<file path="src/hdl/skt_pkg.sv">
`timescale 1ns / 1ps
// ----------------------------------------------------------------------------
// skt_pkg
// Shared types and constants for the sorted key table.
// ----------------------------------------------------------------------------
package skt_pkg;

  localparam int DEPTH      = 16;
  localparam int NAME_BYTES = 8;

  localparam int IW    = $clog2(DEPTH);
  localparam int CW    = $clog2(DEPTH + 1);
  localparam int NW    = NAME_BYTES * 8;
  localparam int CMP_W = (CW > 5) ? CW : 5;

  localparam logic [1:0] ACT_INSERT = 2'd0;
  localparam logic [1:0] ACT_DELETE = 2'd1;
  localparam logic [1:0] ACT_READ   = 2'd2;

  localparam logic [1:0] STS_OK    = 2'd0;
  localparam logic [1:0] STS_FULL  = 2'd1;
  localparam logic [1:0] STS_RANGE = 2'd2;

  typedef struct packed {
    logic load;
    logic fetch;
    logic ins;
    logic put;
    logic del;
  } cmd_t;

  typedef struct packed {
    logic full;
    logic empty;
    logic idx_ok;
    logic ins_stop;
    logic ins_head;
    logic del_last;
  } sts_t;

endpackage

</file>
<file path="src/hdl/sorted_key_table_top.sv">
`timescale 1ns / 1ps
// ----------------------------------------------------------------------------
// sorted_key_table_top
// Bounded table of year/name entries kept in ascending key order.
// ----------------------------------------------------------------------------
// full insert, bad read, empty delete, unused action: result the cycle after accept
// insert: fetch, shift per entry moved, head write if least; empty: head write only
// delete: fetch, a step per entry; read: fetch; one read/write port walk
// next item accepted in the cycle the result strobe is high
// synchronous reset clears the entry count and the controller; no stall on results
module sorted_key_table_top (
  input  logic        clk,
  input  logic        rst_n,
  input  logic        start,
  output logic        busy,
  input  logic [1:0]  in_action,
  input  logic [15:0] in_year,
  input  logic [63:0] in_name_tag,
  input  logic [3:0]  in_index,
  output logic        out_valid,
  output logic [1:0]  out_status,
  output logic [4:0]  out_removed_count,
  output logic [4:0]  out_entry_count,
  output logic [15:0] out_read_year,
  output logic [63:0] out_read_name
);

  skt_pkg::cmd_t cmd;
  skt_pkg::sts_t sts;

  skt_ctrl u_ctrl (
    .clk       (clk),
    .rst_n     (rst_n),
    .start     (start),
    .in_action (in_action),
    .sts       (sts),
    .cmd       (cmd),
    .busy      (busy),
    .out_valid (out_valid)
  );

  skt_dp u_dp (
    .clk               (clk),
    .rst_n             (rst_n),
    .cmd               (cmd),
    .sts               (sts),
    .in_action         (in_action),
    .in_year           (in_year),
    .in_name_tag       (in_name_tag),
    .in_index          (in_index),
    .out_status        (out_status),
    .out_removed_count (out_removed_count),
    .out_entry_count   (out_entry_count),
    .out_read_year     (out_read_year),
    .out_read_name     (out_read_name)
  );

  ap_full_count: assert property (@(posedge clk) disable iff (!rst_n)
    (out_valid && out_status == skt_pkg::STS_FULL) |->
      out_entry_count == 5'(skt_pkg::DEPTH))
    else $error("full status with room left");

  ap_range_zero: assert property (@(posedge clk) disable iff (!rst_n)
    (out_valid && out_status != skt_pkg::STS_OK) |->
      (out_read_year == '0 && out_read_name == '0 && out_removed_count == '0))
    else $error("error result carries data");

  ap_strobe_pulse: assert property (@(posedge clk) disable iff (!rst_n)
    (out_valid && !start) |=> !out_valid)
    else $error("result strobe held without a new item");

endmodule

</file>
<file path="src/hdl/skt_dp.sv">
`timescale 1ns / 1ps
// ----------------------------------------------------------------------------
// skt_dp
// Entry storage, walk pointers, count and result registers.
// ----------------------------------------------------------------------------
module skt_dp (
  input  logic                clk,
  input  logic                rst_n,
  input  skt_pkg::cmd_t       cmd,
  output skt_pkg::sts_t       sts,
  input  logic [1:0]          in_action,
  input  logic [15:0]         in_year,
  input  logic [63:0]         in_name_tag,
  input  logic [3:0]          in_index,
  output logic [1:0]          out_status,
  output logic [4:0]          out_removed_count,
  output logic [4:0]          out_entry_count,
  output logic [15:0]         out_read_year,
  output logic [63:0]         out_read_name
);

  logic [15:0]            mem_key  [skt_pkg::DEPTH];
  logic [skt_pkg::NW-1:0] mem_name [skt_pkg::DEPTH];

  logic [15:0]            year_r;
  logic [skt_pkg::NW-1:0] name_r;
  logic [15:0]            rkey_r;
  logic [skt_pkg::NW-1:0] rname_r;
  logic [skt_pkg::CW-1:0] ptr_r;
  logic [skt_pkg::CW-1:0] wr_r;
  logic [skt_pkg::CW-1:0] count_r;
  logic [skt_pkg::CW-1:0] removed_r;
  logic [1:0]             status_r;
  logic                   rd_ok_r;

  logic [skt_pkg::CW-1:0] ptr_inc;
  logic [skt_pkg::CW-1:0] ptr_dec;
  logic [skt_pkg::CW-1:0] count_dec;
  logic                   match;
  logic                   rd_en;
  logic [skt_pkg::IW-1:0] rd_addr;
  logic                   wr_en;
  logic [skt_pkg::IW-1:0] wr_addr;
  logic [15:0]            wr_key;
  logic [skt_pkg::NW-1:0] wr_name;

  assign ptr_inc   = ptr_r + skt_pkg::CW'(1);
  assign ptr_dec   = ptr_r - skt_pkg::CW'(1);
  assign count_dec = count_r - skt_pkg::CW'(1);
  assign match     = (rkey_r == year_r);

  assign sts.full     = (count_r == skt_pkg::CW'(skt_pkg::DEPTH));
  assign sts.empty    = (count_r == '0);
  assign sts.idx_ok   = (skt_pkg::CMP_W'(in_index) < skt_pkg::CMP_W'(count_r));
  assign sts.ins_stop = (rkey_r <= year_r);
  assign sts.ins_head = (rkey_r > year_r) && (ptr_r == '0);
  assign sts.del_last = (ptr_r == count_dec);

  // memory port control
  always_comb begin
    rd_en   = cmd.fetch | cmd.ins | cmd.del;
    rd_addr = ptr_r[skt_pkg::IW-1:0];
    wr_en   = 1'b0;
    wr_addr = ptr_inc[skt_pkg::IW-1:0];
    wr_key  = rkey_r;
    wr_name = rname_r;
    if (cmd.ins) begin
      rd_addr = ptr_dec[skt_pkg::IW-1:0];
      wr_en   = 1'b1;
      if (rkey_r <= year_r) begin
        wr_key  = year_r;
        wr_name = name_r;
      end
    end else if (cmd.put) begin
      wr_en   = 1'b1;
      wr_addr = '0;
      wr_key  = year_r;
      wr_name = name_r;
    end else if (cmd.del) begin
      rd_addr = ptr_inc[skt_pkg::IW-1:0];
      wr_en   = !match;
      wr_addr = wr_r[skt_pkg::IW-1:0];
    end
  end

  always_ff @(posedge clk) begin
    if (wr_en) begin
      mem_key[wr_addr]  <= wr_key;
      mem_name[wr_addr] <= wr_name;
    end
    if (rd_en) begin
      rkey_r  <= mem_key[rd_addr];
      rname_r <= mem_name[rd_addr];
    end
  end

  // item registers and walk pointers
  always_ff @(posedge clk) begin
    if (cmd.load) begin
      year_r    <= in_year;
      name_r    <= in_name_tag[skt_pkg::NW-1:0];
      wr_r      <= '0;
      removed_r <= '0;
      rd_ok_r   <= (in_action == skt_pkg::ACT_READ) && sts.idx_ok;
      unique case (in_action)
        skt_pkg::ACT_INSERT: begin
          ptr_r    <= count_dec;
          status_r <= sts.full ? skt_pkg::STS_FULL : skt_pkg::STS_OK;
        end
        skt_pkg::ACT_READ: begin
          ptr_r    <= skt_pkg::CW'(in_index);
          status_r <= sts.idx_ok ? skt_pkg::STS_OK : skt_pkg::STS_RANGE;
        end
        default: begin
          ptr_r    <= '0;
          status_r <= skt_pkg::STS_OK;
        end
      endcase
    end else if (cmd.ins) begin
      ptr_r <= ptr_dec;
    end else if (cmd.del) begin
      ptr_r <= ptr_inc;
      if (match) begin
        removed_r <= removed_r + skt_pkg::CW'(1);
      end else begin
        wr_r <= wr_r + skt_pkg::CW'(1);
      end
    end
  end

  // entry count
  always_ff @(posedge clk) begin
    if (!rst_n) begin
      count_r <= '0;
    end else if ((cmd.ins && sts.ins_stop) || cmd.put) begin
      count_r <= count_r + skt_pkg::CW'(1);
    end else if (cmd.del && sts.del_last) begin
      count_r <= match ? wr_r : wr_r + skt_pkg::CW'(1);
    end
  end

  assign out_status        = status_r;
  assign out_removed_count = 5'(removed_r);
  assign out_entry_count   = 5'(count_r);
  assign out_read_year     = rd_ok_r ? rkey_r : '0;
  assign out_read_name     = rd_ok_r ? 64'(rname_r) : '0;

  ap_count_bound: assert property (@(posedge clk) disable iff (!rst_n)
    count_r <= skt_pkg::CW'(skt_pkg::DEPTH))
    else $error("entry count beyond depth");

  ap_put_grows: assert property (@(posedge clk) disable iff (!rst_n)
    cmd.put |=> count_r == $past(count_r) + skt_pkg::CW'(1))
    else $error("head insert did not grow the count");

  ap_del_shrinks: assert property (@(posedge clk) disable iff (!rst_n)
    (cmd.del && sts.del_last) |=> count_r <= $past(count_r))
    else $error("delete grew the count");

endmodule

</file>
<file path="src/hdl/skt_ctrl.sv">
`timescale 1ns / 1ps
// ----------------------------------------------------------------------------
// skt_ctrl
// Sequencer for insert, delete and read walks over the entry storage.
// ----------------------------------------------------------------------------
module skt_ctrl (
  input  logic          clk,
  input  logic          rst_n,
  input  logic          start,
  input  logic [1:0]    in_action,
  input  skt_pkg::sts_t sts,
  output skt_pkg::cmd_t cmd,
  output logic          busy,
  output logic          out_valid
);

  typedef enum logic [5:0] {
    S_IDLE  = 6'b000001,
    S_FETCH = 6'b000010,
    S_INS   = 6'b000100,
    S_PUT   = 6'b001000,
    S_DEL   = 6'b010000,
    S_DONE  = 6'b100000
  } state_t;

  state_t     state_r, state_nxt;
  logic [1:0] act_r;
  logic       accept;

  assign busy   = !(state_r == S_IDLE || state_r == S_DONE);
  assign accept = start && !busy;

  always_comb begin
    cmd       = '0;
    cmd.load  = accept;
    cmd.fetch = (state_r == S_FETCH);
    cmd.ins   = (state_r == S_INS);
    cmd.put   = (state_r == S_PUT);
    cmd.del   = (state_r == S_DEL);
  end

  always_comb begin
    state_nxt = state_r;
    unique case (state_r)
      S_IDLE, S_DONE: begin
        state_nxt = S_IDLE;
        if (accept) begin
          unique case (in_action)
            skt_pkg::ACT_INSERT: begin
              if (sts.full) begin
                state_nxt = S_DONE;
              end else if (sts.empty) begin
                state_nxt = S_PUT;
              end else begin
                state_nxt = S_FETCH;
              end
            end
            skt_pkg::ACT_DELETE: state_nxt = sts.empty ? S_DONE : S_FETCH;
            skt_pkg::ACT_READ:   state_nxt = sts.idx_ok ? S_FETCH : S_DONE;
            default:             state_nxt = S_DONE;
          endcase
        end
      end
      S_FETCH: begin
        unique case (act_r)
          skt_pkg::ACT_INSERT: state_nxt = S_INS;
          skt_pkg::ACT_DELETE: state_nxt = S_DEL;
          default:             state_nxt = S_DONE;
        endcase
      end
      S_INS: begin
        priority if (sts.ins_stop) begin
          state_nxt = S_DONE;
        end else if (sts.ins_head) begin
          state_nxt = S_PUT;
        end else begin
          state_nxt = S_INS;
        end
      end
      S_PUT: state_nxt = S_DONE;
      S_DEL: state_nxt = sts.del_last ? S_DONE : S_DEL;
      default: state_nxt = S_IDLE;
    endcase
  end

  always_ff @(posedge clk) begin
    if (!rst_n) begin
      state_r <= S_IDLE;
    end else begin
      state_r <= state_nxt;
    end
  end

  always_ff @(posedge clk) begin
    if (accept) begin
      act_r <= in_action;
    end
  end

  assign out_valid = (state_r == S_DONE);

  ap_onehot: assert property (@(posedge clk) disable iff (!rst_n)
    $onehot(state_r))
    else $error("state register not one-hot");

  ap_put_done: assert property (@(posedge clk) disable iff (!rst_n)
    state_r == S_PUT |=> state_r == S_DONE)
    else $error("head write not followed by result");

  ap_no_accept_busy: assert property (@(posedge clk) disable iff (!rst_n)
    (state_r == S_INS || state_r == S_DEL) |-> !cmd.load)
    else $error("item taken during a walk");

endmodule

</file>
<file path="config.mk">
export PLATFORM = sky130hd
export DESIGN_NAME = sorted_key_table_top
export DESIGN_NICKNAME = d
export VERILOG_FILES = /design/src/hdl/skt_pkg.sv /design/src/hdl/sorted_key_table_top.sv /design/src/hdl/skt_dp.sv /design/src/hdl/skt_ctrl.sv
export SDC_FILE = /design/constraint.sdc
export NUM_CORES = 2
export LEC_CHECK = 0
export BUFFER_PORTS_ARGS = -buffer_cell sky130_fd_sc_hd__buf_4
export CORE_MARGIN = 4
export CORE_UTILIZATION = 48
export CTS_CLUSTER_DIAMETER = 60
export DETAILED_ROUTE_END_ITERATION = 12
export PLACE_DENSITY = 0.62
export RECOVER_POWER = 100
export SLEW_MARGIN = 20
export SYNTH_ARGS = -nofsm -noshare
export SYNTH_HDL_FRONTEND = slang
export SYNTH_SLANG_ARGS = --single-unit
</file>
<file path="constraint.sdc">
create_clock -name clk -period 10.1 [get_ports clk]
set_input_delay 0 -clock clk [delete_from_list [all_inputs] [get_ports clk]]
set_output_delay 0 -clock clk [all_outputs]
set_load 0.01 [all_outputs]
</file>
Word level (Yosys, flattened, before mapping)
Memory sizes are Yosys's and may differ from the RTL's. A register that Yosys moved wholly into a read port is not among the register bits.
Cells that the tools add are included.
{ "totals": {"ff_bits": 111, "ram_bits": 1280, "inputBits": 89, "word_cells": 94, "memories": 2} }
{ "classes": {"n_addsub": 6, "order_cmp": 3, "n_eq_ne": 12, "mux": 40, "n_bitwise": 3, "reduce_logical": 18} }
{ "mem_list": {"columns": ["memory", "words", "width", "rd", "rd_clocked_by_memory_dff", "write_ports", "line", "rtl"], "rows": [
  ["u_dp.mem_name", 16, 64, 1, 1, 1, "skt_dp.sv:23", "logic [skt_pkg::NW-1:0] mem_name [skt_pkg::DEPTH];"],
  ["u_dp.mem_key", 16, 16, 1, 1, 1, "skt_dp.sv:22", "logic [15:0] mem_key [skt_pkg::DEPTH];"]
]} }
{ "ops": {"columns": ["op", "count"], "rows": [
  ["$mux 64", 4],
  ["$mux 16", 4],
  ["$mux 6", 6],
  ["$mux 4", 8],
  ["$mux 5", 6],
  ["$pmux 6 s5", 1],
  ["$add 5x1->5 const B", 4],
  ["$pmux 6 s3", 1],
  ["$eq 16x16->1", 1],
  ["$gt 16x16->1", 1],
  ["$le 16x16->1", 1],
  ["$pmux 6 s2", 1],
  ["$logic_not 5->1", 2],
  ["$pmux 5 s2", 1],
  ["$sub 5x1->5 const B", 2],
  ["$eq 6x1->1 const B", 1],
  ["$eq 6x2->1 const B", 1],
  ["$eq 6x3->1 const B", 1],
  ["$eq 6x4->1 const B", 1],
  ["$eq 6x5->1 const B", 1],
  ["$eq 6x6->1 const B", 1],
  ["$mux 1", 6],
  ["$eq 5x5->1", 1],
  ["$eq 5x5->1 const B", 1],
  ["other kinds (16)", 25]
]} }

Longest topological paths before layout
{ "depth": {"depth_word": 7, "depth_mapped": 11, "mapped_depth_nobuf": 9} }

Modules after synthesis
Synthesis repeated with hierarchy kept, for this count alone.
{ "unflattened": {"hier_cells": 2623, "area_unflattened_um2": 57875.5} }
{ "modules_own_cells": {"columns": ["module", "n_inst", "cells_each", "area_per_inst_um2"], "rows": [
  ["skt_dp", 1, 2560, 57325.0],
  ["skt_ctrl", 1, 63, 550.5]
]} }

Least setup slack after synthesis
Ideal clock, no wire load.
{ "synth_path": {"path_type": "reg2reg", "start": "register u_dp.rkey_r[7] (read register of u_dp.mem_key)", "end": "memory u_dp.mem_key[4][0], enable pin", "arrival_time_ns": 5.105, "setup_slack_ns": 4.476, "stages_incl_launch_ff": 9, "path_buffers": 1, "path_cell_list": "edfxtp_1 > ha_1 > and3_1 > nor4b_2 > buf_2 > o21ai_0 > nor2b_1 > nand2_1 > nor2_1"} }
{ "synth_between": {"elab_chain_len": 7} }
{ "synth_rtl": {"columns": ["element", "line", "rtl"], "rows": [
  ["start: declaration", "skt_dp.sv:27", "logic [15:0] rkey_r;"],
  ["$eq 16x16->1", "skt_dp.sv:50", "assign match = (rkey_r == year_r);"],
  ["$logic_not 1->1", "skt_dp.sv:81", "wr_en = !match;"],
  ["$mux 1", "skt_dp.sv:79", "end else if (cmd.del) begin"],
  ["$mux 1", "skt_dp.sv:74", "end else if (cmd.put) begin"],
  ["$mux 1", "skt_dp.sv:67", "if (cmd.ins) begin"],
  ["$mux 1", "skt_dp.sv:87", "if (wr_en) begin"],
  ["$mux 1 (implied by the code)", "skt_dp.sv:88", "mem_key[wr_addr] <= wr_key;"],
  ["end: declaration", "skt_dp.sv:22", null]
]} }
No other way between the ends.

Worst setup path after layout
{ "layout_path": {"start": "register u_dp.rkey_r[11] (read register of u_dp.mem_key)", "end": "memory u_dp.mem_key[8][9], enable pin"} }
Same word-level chain as after synthesis.

==> run metrics <==
run status complete, but fails checks; failing checks capacitance limit, slew limit; Internal Dissipation 11000 µW; Clk pwr share 0.363; area grow syn2layout 15.6%; first-pass GRT wire length 196000 µm; clk sink count 1471; Routed wire per std cell 27.9 µm; core area 0.119 mm²; grt total ovfl 0; CTS H-Tree Depth 4; # setup viols final 0; max-slew violation count 1221; port buffer count 182; total number of vias 28000; pwr dens 222 mW/mm²; # rows 126; GPL Wtd Cong 0.758; sequential share of power 0.468; WS Path Type flip-flop to flip-flop; fillers 8848; Fin Setup TNS 0 ns; Async SR Flop Fraction 0; P_leak 0.0219 µW; vias per std cell 5.85; cells after synthesis 2637; antenna-violating nets left 0; hpwl dp 66200 µm; Post-synth EDFFs 1450; CTS Buf Count 155; all-layer global routing usage 0.212; P_sw 3780 µW; Layout Skew 0.0333 ns; Post-Syn Nets 2751; largest net degree at the start of global routing 170; ys flop type edfxtp_1; combinational share of power 0.169; worst IR drop on VDD 0.192 mV; CTS tree built; clock buffer depth 3; multi-input logic area 0.0125 mm²; relative slew slack -1.97; DIE WIDTH 355 µm; Unique masters post-synth 70; vias in the first global route 29000; PostCTS Resize Cnt 0; Hold WC Path Type input pin to flip-flop; Yosys warning count 0; period utilisation layout 0.694; worst slew pin tran 4.45 ns; critical path required time 10.43 ns; synthesized area 0.0577 mm²; crit path launch type flip-flop; worst-skew pair later-pin latency 0.77 ns; setup ws final 3.09 ns; switch share 0.255; Residual DRC 0; Hold Vio Cnt, Final 0; CP Capture Type flip-flop; Initial Utilization 0.486; IO Pins 183; Final Critical Period 7.01 ns; Clock transition at path regs 0.07 ns; CTS root buf clkbuf_16; crit path DAT 7.34 ns; Iteration-0 DRC Markers 2687; Sequential Area 0.0440 mm²; DRT Pass-1 Iters 5; initial antenna violation count 3; die area 0.126 mm²; total routed wirelength 134000 µm; syn avg cell area 21.9 µm²; # Max-Cap Violations 32; area post-placement 0.0606 mm²; share of cells above drive strength 1 0.184; RSZ-0062 raised after global routing no; sequential area share after synthesis 0.761; die height 355 µm; nets 3188; Max Clock Freq 0.143 GHz; Synth Register Bits 1471; post-route cell area 0.0667 mm²; pre-CTS setup slack 5.37 ns; crit path max fanout 49
==> timing repair <==
action / CTS / global route
setup buffers: 0 / 0
hold endpoints to repair: 106 / 0
hold buffers: 172 / 0
==> worst paths after layout <==
kind	from	to	slack [ns]	cells past startpoint
setup / recovery	u_dp.rkey_r[11]	u_dp.mem_key[8][9]	3.09	10
setup reg to reg	u_dp.rkey_r[11]	u_dp.mem_key[8][9]	3.09	10
hold / removal	rst_n	u_dp.out_entry_count[0]	0.12	4
hold reg to reg	u_dp.out_removed_count[4]	u_dp.out_removed_count[4]	0.52	2
==> per-layer routing <==
metal  vias up  GRT usage  part of all wire
met5         -          0                 0
met4         0     0.0597             0.021
met3       178     0.0337             0.058
met2       874      0.355              0.50
met1     15000      0.293              0.42
li1      12000          -                 -
==> cells in the final DEF (no fill, tap or decap), drive strengths merged, types with 25 or more instances in the layout <==
master and instances:
clkinv 56, nor2 41, a22oi 163, and2 82, buf 104, o21ai 30, nand2 127, inv 38
clkbuf 344, mux2 65, dlygate4sd3 172, mux4 320, ha 25, edfxtp 1450
==> logic make-up (layout without fill, tap and decap cells) <==
kind of cell    after synthesis  after routing  synth area share
xor+xnor                     34             34           0.00609
other cells                   0              1                 0
mux                         388            388             0.147
buf+inv                     168            726            0.0232
fa+ha+maj                    25             25           0.00542
compound gates              233            233            0.0290
flops                      1471           1471             0.761
simple gates                318            318            0.0279
==> through the flow <==
step / instances / power [µW] / utilization / hold WS [ns]
6_report: 4796 / 14800 / 0.562 / 0.120
5_1_grt: 4795 / 15400 / 0.562 / 0.129
4_1_cts: 4795 / 14900 / 0.565 / 0.00304
3_5_place_dp: 4345 / 9510 / 0.510 / 0.179
3_3_place_gp: 4345 / 9490 / 0.510 / 0.178
2_1_floorplan: 2637 / 8900 / - / 0.0989
==> flip-flops by register name, summed over array words and instances, names as in the netlist, 5 cells and up <==
register / flops
u_dp.mem_name: 1024
u_dp.year_r: 16
u_dp.ptr_r: 5
u_dp.name_r: 64
u_dp.wr_r: 5
u_ctrl.state_r: 6
u_dp.mem_key: 256
u_dp.out_entry_count: 5
u_dp.rkey_r: 16
u_dp.rname_r: 64
u_dp.out_removed_count: 5
==> final cells by class <==
cell class | instances | area share
sequential | 1471 | 0.659
multi-input combinational | 998 | 0.187
clock buffer | 202 | 0.0619
timing repair buffer | 418 | 0.0503
tap | 1600 | 0.0300
clock inverter | 76 | 0.0102
inverter | 30 | 0.00171
antenna | 1 | 0.0000375
==> critical path, stage by stage, from the launching register on <==
cell,delay [ns]
edfxtp_1,0.43
ha_1,0.35
nand4_1,0.20
or2_2,0.17
nor4b_1,0.05
clkbuf_1,0.32
o21ai_0,0.41
nand3b_1,0.30
nor2_4,0.14
clkbuf_1,2.30
clkbuf_2,1.86
==> power groups by stage <==
stage,combinational [µW],sequential [µW],clock [µW]
6_report,2500,6920,5380
5_1_grt,2690,6920,5760
4_1_cts,2530,6920,5490
3_5_place_dp,2460,7040,0
3_3_place_gp,2450,7040,0
2_1_floorplan,1880,7020,0
==> cell usage after synthesis, drive strengths merged (2+ instances only) <==
master | instances | area, µm²
clkbuf | 51 | 393
or3 | 10 | 73.8
nand4b | 2 | 23.8
buf | 87 | 835
dfxtp | 21 | 420
nor3b | 2 | 20.0
nor2b | 4 | 25.0
o21ai | 30 | 150
mux2i | 3 | 30.0
inv | 29 | 109
nor3 | 7 | 35.0
and4b | 2 | 20.0
ha | 25 | 313
xnor2 | 18 | 176
nand4 | 7 | 43.8
nand2 | 127 | 477
nor4 | 4 | 31.3
and4 | 2 | 17.5
and3 | 3 | 18.8
and2 | 82 | 513
mux2 | 65 | 732
xnor3 | 2 | 45.0
mux4 | 320 | 7720
o32a | 2 | 20.0
edfxtp | 1450 | 43500
a22oi | 163 | 1230
nand2b | 5 | 31.3
or2 | 2 | 12.5
a21oi | 15 | 75.1
o32ai | 2 | 17.5
o211ai | 2 | 15.0
a21o | 3 | 22.5
xor2 | 14 | 130
o22ai | 4 | 31.3
nor2 | 41 | 154
nand3 | 13 | 65.1
nor4b | 2 | 23.8
o31ai | 3 | 36.3
No activity file was read; power rests on OpenSTA's default activity.
